<file path="src/hw/rtl/vwss_pkg.sv">
`timescale 1ns / 1ps
`default_nettype none

package vwss_pkg;

  localparam int VWSS_MAX_SAMPLES = 4096;
  localparam int DIST_W  = 24;
  localparam int CFG_W   = 13;
  localparam int LAB_W   = 12;
  localparam int SCORE_W = 32;

  localparam int VWSS_L   = $clog2(VWSS_MAX_SAMPLES);
  localparam int VWSS_IW  = $clog2(VWSS_MAX_SAMPLES + 1);
  localparam int VWSS_DW  = 2 * DIST_W + VWSS_L + VWSS_IW + DIST_W;
  localparam int VWSS_ALU_W = VWSS_DW + (VWSS_DW % 2);

  typedef enum logic [1:0] {
    REG_MIN_POS,
    REG_MAX_POS,
    REG_TRAIN,
    REG_LABELED
  } cfg_reg_t;

  typedef enum logic [1:0] {
    ALU_MUL,
    ALU_DIV,
    ALU_SQRT
  } alu_op_t;

  typedef struct packed {
    logic    start;
    alu_op_t op;
  } alu_cmd_t;

  typedef struct packed {
    logic [DIST_W-1:0] distance;
    logic              last;
  } in_beat_t;

  typedef struct packed {
    logic [CFG_W-1:0] predicted_count;
    logic             valid_res;
  } out_beat_t;

endpackage

`default_nettype wire

</file>
<file path="src/hw/rtl/vwss_alu.sv">
`timescale 1ns / 1ps
`default_nettype none

module vwss_alu import vwss_pkg::*; #(
  parameter int W = VWSS_ALU_W
) (
  input  logic         clk,
  input  logic         rst,
  input  alu_cmd_t     cmd,
  input  logic [W-1:0] a,
  input  logic [W-1:0] b,
  output logic         done,
  output logic [W-1:0] res
);

  localparam int CNT_W = $clog2(W + 1);
  localparam int HALF  = W / 2;

  logic             busy;
  alu_op_t          op_q;
  logic [CNT_W-1:0] cnt;
  logic [W:0]       acc;
  logic [W-1:0]     x;
  logic [W-1:0]     y;
  logic [W-1:0]     q;

  logic [W:0]   add_a;
  logic [W:0]   add_b;
  logic         sub;
  logic [W+1:0] sum;
  logic         ok;

  always_comb begin
    unique case (op_q)
      ALU_DIV: begin
        add_a = {acc[W-1:0], x[W-1]};
        add_b = {1'b0, y};
        sub   = 1'b1;
      end
      ALU_SQRT: begin
        add_a = {acc[W-2:0], x[W-1:W-2]};
        add_b = {q[W-2:0], 2'b01};
        sub   = 1'b1;
      end
      default: begin
        add_a = acc;
        add_b = {1'b0, x};
        sub   = 1'b0;
      end
    endcase
    sum = {1'b0, add_a} + {1'b0, (sub ? ~add_b : add_b)} + (W+2)'(sub);
    ok  = sum[W+1];
  end

  assign res = (op_q == ALU_MUL) ? acc[W-1:0] : q;

  always_ff @(posedge clk) begin
    if (rst) begin
      busy <= 1'b0;
      done <= 1'b0;
    end else begin
      done <= 1'b0;
      if (cmd.start) begin
        busy <= 1'b1;
      end else if (busy) begin
        if (op_q == ALU_MUL) begin
          if (y == '0) begin
            busy <= 1'b0;
            done <= 1'b1;
          end
        end else if (cnt == CNT_W'(1)) begin
          busy <= 1'b0;
          done <= 1'b1;
        end
      end
    end
  end

  always_ff @(posedge clk) begin
    if (cmd.start) begin
      op_q <= cmd.op;
      acc  <= '0;
      q    <= '0;
      x    <= a;
      y    <= b;
      cnt  <= (cmd.op == ALU_SQRT) ? CNT_W'(HALF) : CNT_W'(W);
    end else if (busy) begin
      unique case (op_q)
        ALU_DIV: begin
          acc <= ok ? sum[W:0] : add_a;
          q   <= {q[W-2:0], ok};
          x   <= x << 1;
          cnt <= cnt - CNT_W'(1);
        end
        ALU_SQRT: begin
          acc <= ok ? sum[W:0] : add_a;
          q   <= {q[W-2:0], ok};
          x   <= x << 2;
          cnt <= cnt - CNT_W'(1);
        end
        default: begin
          if (y != '0) begin
            if (y[0]) begin
              acc <= sum[W:0];
            end
            x <= x << 1;
            y <= y >> 1;
          end
        end
      endcase
    end
  end

endmodule

`default_nettype wire

</file>
<file path="src/hw/rtl/variance_weighted_stop_selector_unit.sv">
`timescale 1ns / 1ps
`default_nettype none

// Channel   Handshake                Payload
// in        in_valid / in_ready      in_data  (distance, last)
// out       out_valid / out_ready    out_data (predicted_count, valid_res)
// cfg       cfg_we                   cfg_addr, cfg_data
//
// A sample outside the scoring window skips the arithmetic; a beat marked last then emits.
// A scored sample's time is set by the shared shift-add unit: two W-step divisions,
// a W/2-step square root and five multiplications, one multiplier bit per cycle.
// Reset is synchronous; no beat is taken while a sample is in work, and a final
// result waits in the output register while the next sample is taken.

module variance_weighted_stop_selector_unit import vwss_pkg::*; #(
  parameter int MAX_SAMPLES = VWSS_MAX_SAMPLES
) (
  input  logic             clk,
  input  logic             rst,
  input  logic             in_valid,
  output logic             in_ready,
  input  in_beat_t         in_data,
  output logic             out_valid,
  input  logic             out_ready,
  output out_beat_t        out_data,
  input  logic             cfg_we,
  input  logic [1:0]       cfg_addr,
  input  logic [CFG_W-1:0] cfg_data
);

  localparam int L     = $clog2(MAX_SAMPLES);
  localparam int IW    = $clog2(MAX_SAMPLES + 1);
  localparam int SUM_W = DIST_W + L;
  localparam int SQ_W  = 2 * DIST_W + L;
  localparam int DW    = SQ_W + IW + DIST_W;
  localparam int W     = DW + (DW % 2);
  localparam int CW    = ((IW > 14) ? IW : 14) + 1;

  typedef enum logic [3:0] {
    S_IDLE, S_SQR, S_ACC, S_NQ, S_SS, S_NN, S_VAR, S_SQRT,
    S_NUM, S_DEN, S_DIVQ, S_FIN, S_EMIT
  } state_t;

  state_t state;

  logic [CFG_W-1:0] min_pos;
  logic [CFG_W-1:0] max_pos;
  logic [CFG_W-1:0] train;
  logic [LAB_W-1:0] labeled;

  logic [IW-1:0]      index;
  logic [SUM_W-1:0]   sum;
  logic [SQ_W-1:0]    sq;
  logic [DIST_W-1:0]  prev;
  logic [SCORE_W-1:0] best_score;
  logic [CFG_W-1:0]   best_count;
  logic               have_best;

  logic [DIST_W-1:0]   d_q;
  logic                last_q;
  logic [2*DIST_W-1:0] dsq;
  logic [W-1:0]        hold;
  logic [W-1:0]        std;

  alu_cmd_t     cmd;
  logic [W-1:0] alu_a;
  logic [W-1:0] alu_b;
  logic         alu_done;
  logic [W-1:0] alu_res;

  logic [IW-1:0]        n;
  logic [SUM_W-1:0]     sum_next;
  logic [SQ_W-1:0]      sq_next;
  logic signed [CW-1:0] i_s;
  logic signed [CW-1:0] lo;
  logic signed [CW-1:0] hi;
  logic signed [CW-1:0] cap;
  logic                 in_win;
  logic [CFG_W-1:0]     u;
  logic [CFG_W-1:0]     ui;
  logic [DIST_W-1:0]    diff;
  logic [SCORE_W-1:0]   score;
  logic                 in_range;

  always_comb begin
    n        = index + IW'(1);
    sum_next = sum + SUM_W'(d_q);
    sq_next  = sq + SQ_W'(dsq);
    i_s      = signed'(CW'(index));
    lo       = signed'(CW'(min_pos)) - signed'(CW'(labeled)) + signed'(CW'(1));
    cap      = signed'(CW'(max_pos)) + signed'(CW'(2));
    hi       = ((cap < signed'(CW'(train))) ? cap : signed'(CW'(train)))
               - signed'(CW'(labeled));
    in_win   = (i_s >= lo) && (i_s >= signed'(CW'(1))) && (i_s < hi);
    u        = train - CFG_W'(labeled);
    ui       = u - CFG_W'(index);
    diff     = (d_q > prev) ? (d_q - prev) : (prev - d_q);
    score    = (alu_res[W-1:SCORE_W] != '0) ? '1 : alu_res[SCORE_W-1:0];
    in_range = (index < IW'(MAX_SAMPLES));
  end

  assign in_ready = (state == S_IDLE);

  always_ff @(posedge clk) begin
    if (rst) begin
      min_pos <= '0;
      max_pos <= CFG_W'(4096);
      train   <= CFG_W'(4096);
      labeled <= '0;
    end else if (cfg_we) begin
      unique case (cfg_addr)
        REG_MIN_POS: min_pos <= cfg_data;
        REG_MAX_POS: max_pos <= cfg_data;
        REG_TRAIN:   train   <= cfg_data;
        REG_LABELED: labeled <= cfg_data[LAB_W-1:0];
        default:     ;
      endcase
    end
  end

  always_ff @(posedge clk) begin
    if (rst) begin
      state      <= S_IDLE;
      index      <= '0;
      sum        <= '0;
      sq         <= '0;
      prev       <= '0;
      best_score <= '0;
      best_count <= '0;
      have_best  <= 1'b0;
      out_valid  <= 1'b0;
      out_data   <= '0;
      cmd        <= '{start: 1'b0, op: ALU_MUL};
      alu_a      <= '0;
      alu_b      <= '0;
      d_q        <= '0;
      last_q     <= 1'b0;
      dsq        <= '0;
      hold       <= '0;
      std        <= '0;
    end else begin
      if (cmd.start) begin
        cmd.start <= 1'b0;
      end
      if (out_valid && out_ready && (state != S_EMIT)) begin
        out_valid <= 1'b0;
      end
      unique case (state)
        S_IDLE: begin
          if (in_valid) begin
            d_q    <= in_data.distance;
            last_q <= in_data.last;
            state  <= in_range ? S_SQR : S_FIN;
          end
        end
        S_SQR: begin
          dsq   <= d_q * d_q;
          state <= S_ACC;
        end
        S_ACC: begin
          sum <= sum_next;
          sq  <= sq_next;
          if (in_win) begin
            cmd   <= '{start: 1'b1, op: ALU_MUL};
            alu_a <= W'(sq_next);
            alu_b <= W'(n);
            state <= S_NQ;
          end else begin
            state <= S_FIN;
          end
        end
        S_NQ: begin
          if (alu_done) begin
            hold  <= alu_res;
            cmd   <= '{start: 1'b1, op: ALU_MUL};
            alu_a <= W'(sum);
            alu_b <= W'(sum);
            state <= S_SS;
          end
        end
        S_SS: begin
          if (alu_done) begin
            hold  <= (hold >= alu_res) ? (hold - alu_res) : '0;
            cmd   <= '{start: 1'b1, op: ALU_MUL};
            alu_a <= W'(n);
            alu_b <= W'(n);
            state <= S_NN;
          end
        end
        S_NN: begin
          if (alu_done) begin
            cmd   <= '{start: 1'b1, op: ALU_DIV};
            alu_a <= hold << DIST_W;
            alu_b <= alu_res;
            state <= S_VAR;
          end
        end
        S_VAR: begin
          if (alu_done) begin
            cmd   <= '{start: 1'b1, op: ALU_SQRT};
            alu_a <= alu_res;
            state <= S_SQRT;
          end
        end
        S_SQRT: begin
          if (alu_done) begin
            std   <= (alu_res == '0) ? (W'(1) << DIST_W) : alu_res;
            cmd   <= '{start: 1'b1, op: ALU_MUL};
            alu_a <= W'(diff) << 28;
            alu_b <= W'(ui);
            state <= S_NUM;
          end
        end
        S_NUM: begin
          if (alu_done) begin
            hold  <= alu_res;
            cmd   <= '{start: 1'b1, op: ALU_MUL};
            alu_a <= std;
            alu_b <= W'(u);
            state <= S_DEN;
          end
        end
        S_DEN: begin
          if (alu_done) begin
            cmd   <= '{start: 1'b1, op: ALU_DIV};
            alu_a <= hold;
            alu_b <= alu_res;
            state <= S_DIVQ;
          end
        end
        S_DIVQ: begin
          if (alu_done) begin
            if (!have_best || (score > best_score)) begin
              best_score <= score;
              best_count <= CFG_W'(labeled) + CFG_W'(index) - CFG_W'(1);
              have_best  <= 1'b1;
            end
            state <= S_FIN;
          end
        end
        S_FIN: begin
          if (in_range) begin
            prev  <= d_q;
            index <= index + IW'(1);
          end
          state <= last_q ? S_EMIT : S_IDLE;
        end
        S_EMIT: begin
          if (!out_valid || out_ready) begin
            out_valid                <= 1'b1;
            out_data.predicted_count <= have_best ? best_count : '0;
            out_data.valid_res       <= have_best;
            index      <= '0;
            sum        <= '0;
            sq         <= '0;
            prev       <= '0;
            best_score <= '0;
            best_count <= '0;
            have_best  <= 1'b0;
            state      <= S_IDLE;
          end
        end
        default: state <= S_IDLE;
      endcase
    end
  end

  vwss_alu #(
    .W(W)
  ) u_alu (
    .clk  (clk),
    .rst  (rst),
    .cmd  (cmd),
    .a    (alu_a),
    .b    (alu_b),
    .done (alu_done),
    .res  (alu_res)
  );

endmodule

`default_nettype wire

</file>
<file path="config.mk">
export PLATFORM = sky130hd
export DESIGN_NAME = variance_weighted_stop_selector_unit
export DESIGN_NICKNAME = d
export VERILOG_FILES = /design/src/hw/rtl/vwss_pkg.sv /design/src/hw/rtl/vwss_alu.sv /design/src/hw/rtl/variance_weighted_stop_selector_unit.sv
export SDC_FILE = /design/constraint.sdc
export NUM_CORES = 2
export LEC_CHECK = 0
export CAP_MARGIN = 20
export CORE_MARGIN = 5
export CORE_UTILIZATION = 30
export DETAILED_ROUTE_END_ITERATION = 8
export DONT_BUFFER_PORTS = 1
export GPL_ROUTABILITY_DRIVEN = 0
export PLACE_DENSITY = 0.4
export SYNTH_ARGS = -nofsm -noshare
export SYNTH_HDL_FRONTEND = slang
export SYNTH_SLANG_ARGS = --single-unit
</file>
<file path="constraint.sdc">
create_clock -name clk -period 13.2 [get_ports clk]
set_input_delay 3.3 -clock clk [delete_from_list [all_inputs] [get_ports clk]]
set_output_delay 3.3 -clock clk [all_outputs]
set_load 0.05 [all_outputs]
</file>
==> impl_metrics.csv <==
group,metric,value,unit
status,status,"finished with violations",
status,violations,"max-slew violations",
worst_setup_path,crit_path_max_incr_delay,0.67,ns
global_route,grt_pass1_vias,80354,
worst_setup_path,path_class,"reg -> reg",
cells_and_area,final_nets,11914,
synth,muxShareOfSynthArea,3.89,%
sta,finalMaxSlewViolations,166,
synth,synth_fp_nets,12272,
cells_and_area,syn_to_final_growth,10.4,%
global_route,groute.usage.overall,24.1,%
run,maxCapViolCount,0,
worst_setup_path,worst_ep_required_time,13.84,ns
synth,synth_top_cell_area_share,20.3,%
clock_tree,holdBufCountCts,0,
synth,yosys.area_share.adder,18.5,%
detailed_routing,firstDrtPassIters,6,
min_path,hold_path.class,"reg -> reg",
synth,synth_seq_cells,1120,
global_route,grt_max_degree,711,
sta,worstMarginPinSlew,1.78,ns
sta,finalSetupViolCount,0,
clock_tree,htree_levels,4,
placement,hpwl,287,mm
sta,fin_setup_tns,0,ns
synth,yosys_warnings,0,
sta,period_share,69.7,%
synth,ys_types,96,
synth,synth_xor_area_share,3.96,%
clock_tree,clockBufferDepth,4,
synth,synth_area,0.0900,mm²
power,p_leak,39.8,nW
worst_setup_path,crit_start,"d_q[2]",
global_route,grt_pass1_wl,566,mm
global_route,antenna_found_initial,12,
power,finalPower,12.5,mW
detailed_routing,wire_per_inst,26.0,µm
worst_setup_path,cp-end-kind,"flip-flop",
worst_setup_path,start_kind,"flip-flop",
floorplan,rows,201,
worst_setup_path,reg2reg_setup_slack,4.00,ns
synth,synth_commonest_cells,"nand2_1 (1289), a21oi_1 (1169), nor2_1 (1069)",
sta,rsz0062_at_grt,"no",
clock_tree,clock_sinks,1120,
synth,synth-compound-area-share,23.5,%
synth,synthTopCellsByArea,"dfxtp_1 (20%), fa_1 (9.7%), ha_1 (8.9%)",
synth,ys_seq_area_share,27.2,%
min_path,hp-start,"best_score[26]",
worst_setup_path,rr_startpoint,"d_q[2]",
power,pwr_density_cell,126,mW/mm²
clock_tree,clkSlewWorstSetupHoldPaths,0.06,ns
clock_tree,clk_latency,0.85,ns
sta,clock.fmax,109,MHz
synth,yosysTopAreaCell,"dfxtp_1",
sta,hold_viol_final,0,
clock_tree,cts_tree,"done",
sta,finalCriticalPeriod,9.20,ns
power,vdd_ir_drop_max,0.107,mV
floorplan,core_area,0.299,mm²
cells_and_area,drive_above_1_share,6.89,%
global_route,grt_overflow,0,
synth,avgSynthCellArea,8.07,µm²
detailed_routing,via_per_inst,5.56,
synth,synth_flop_cell,"dfxtp_1",
synth,yosys.area_share.simple,16.2,%
clock_tree,cts-root-buf,"clkbuf_16",
detailed_routing,drt-total-wl,387,mm
floorplan,io_pins,61,
detailed_routing,drt.antenna.violating_nets,0,
clock_tree,cts_buffers,153,
worst_setup_path,cpMaxStageDelayCell,"clkinv_1",
sta,fin_skew,0.0540,ns
synth,syn_inst,11154,
clock_tree,post_cts_buffers,0,
floorplan,die_area,0.311,mm²
worst_setup_path,cp.arrival,9.84,ns
clock_tree,postCtsResizedCells,0,
detailed_routing,via_count,82778,
placement,place.port_buffers,0,
detailed_routing,drt-initial-drc-count,7580,
synth,synth_edf_count,205,
floorplan,die_w,558,µm
synth,synth_top_family_by_area,"compound AO/OA/AOI/OAI gates",
worst_setup_path,crit_fanout,17,
worst_setup_path,crit_path_frequent_cell,"fa_1",
detailed_routing,drc_errors,0,
floorplan,start_util,30.1,%
synth,synth.most_common_cell,"nand2_1",
synth,async_flop_share,0,%
sta,slew_headroom,-18.7,%
floorplan,die_h,558,µm
## worst max-delay path: cells and delay by family (launching register included)
kind | cells | cell delay (ns)
AOI/OAI and AO/OA | 10 | 2.74
DFF | 1 | 0.30
and+or+nand+nor | 4 | 0.79
adders and majority gates | 8 | 4.01
buffers and inverters | 6 | 1.17
## final cells by class
class	count	area [µm²]
Fill cell	31737	200000
Multi-Input combinational cell	8472	59900
Sequential cell	1120	24500
Tap cell	3958	4950
Clock buffer	212	4410
Inverter	822	3090
Timing Repair Buffer	227	1810
Clock inverter	61	776
Antenna cell	5	12.5
## power by group
| part | total, mW | leakage [nW] | switching (mW) | internal [mW] |
|---|---|---|---|---|
| Clock | 4.42 | 2.53 | 1.77 | 2.65 |
| Combinational | 4.31 | 28.1 | 2.94 | 1.36 |
| Sequential | 3.79 | 9.24 | 0.197 | 3.60 |
| Total | 12.5 | 39.8 | 4.91 | 7.61 |
## registers in the layout, summed over array words and instances, names as in the netlist, 14 cells and up
name	cells
u_alu.y	98
u_alu.acc	99
alu_b	98
d_q	24
prev	24
alu_a	98
best_score	32
std	98
sq	60
dsq	47
u_alu.q	98
u_alu.x	98
sum	36
out_data	14
hold	98
## metrics by stage
stage / worst slack [ns] / area [µm²] / hold WS (ns) / std cells / utilization, %
floorplan: 5.39 / 90000 / 0.422 / 11154 / -
finish: 4.00 / 99400 / 0.449 / 14877 / 33.2
detailed placement: 4.14 / 94200 / 0.444 / 14596 / 31.5
global placement: 3.88 / 94200 / 0.438 / 14593 / 31.5
CTS: 4.07 / 99400 / 0.452 / 14869 / 33.2
global route: 3.47 / 99400 / 0.464 / 14873 / 33.2
## routing by layer
layer	up-vias	global-route usage (%)	part of all wire, %
li1	38704	-	-
met3	474	3.07	5.7
met5	-	0	0.0054
met1	41033	34.7	47
met2	2565	37.8	44
met4	2	6.57	3.1
## logic make-up after synthesis
family,Yosys count
AND/OR/NAND/NOR,3349
AO/OA/AOI/OAI,3307
buffers and inverters,1562
flip-flops,1120
adder cells (fa/ha/maj),1073
XOR/XNOR,407
multiplexers,336
## path summary, 6_finish.rpt
check | endpoint | cells after the start
setup / recovery | dsq[47] | 28
hold / removal | best_score[26] | 2
setup reg to reg | dsq[47] | 28
hold reg to reg | best_score[26] | 2
## layout by cell type, fill, tap and decap left out, types with 184 or more instances in the layout
cell and instances:
a21oi_1 1167, dfxtp_1 914, a221oi_1 202, nand3_1 184, o21ai_0 650, nor3_1 273
inv_1 811, nand2_1 1283, ha_1 635, fa_1 435, mux2i_1 216, a21o_1 269
buf_4 214, edfxtp_1 205, nor2_1 1061, xnor2_1 264
(Power assumes the default switching activity.)
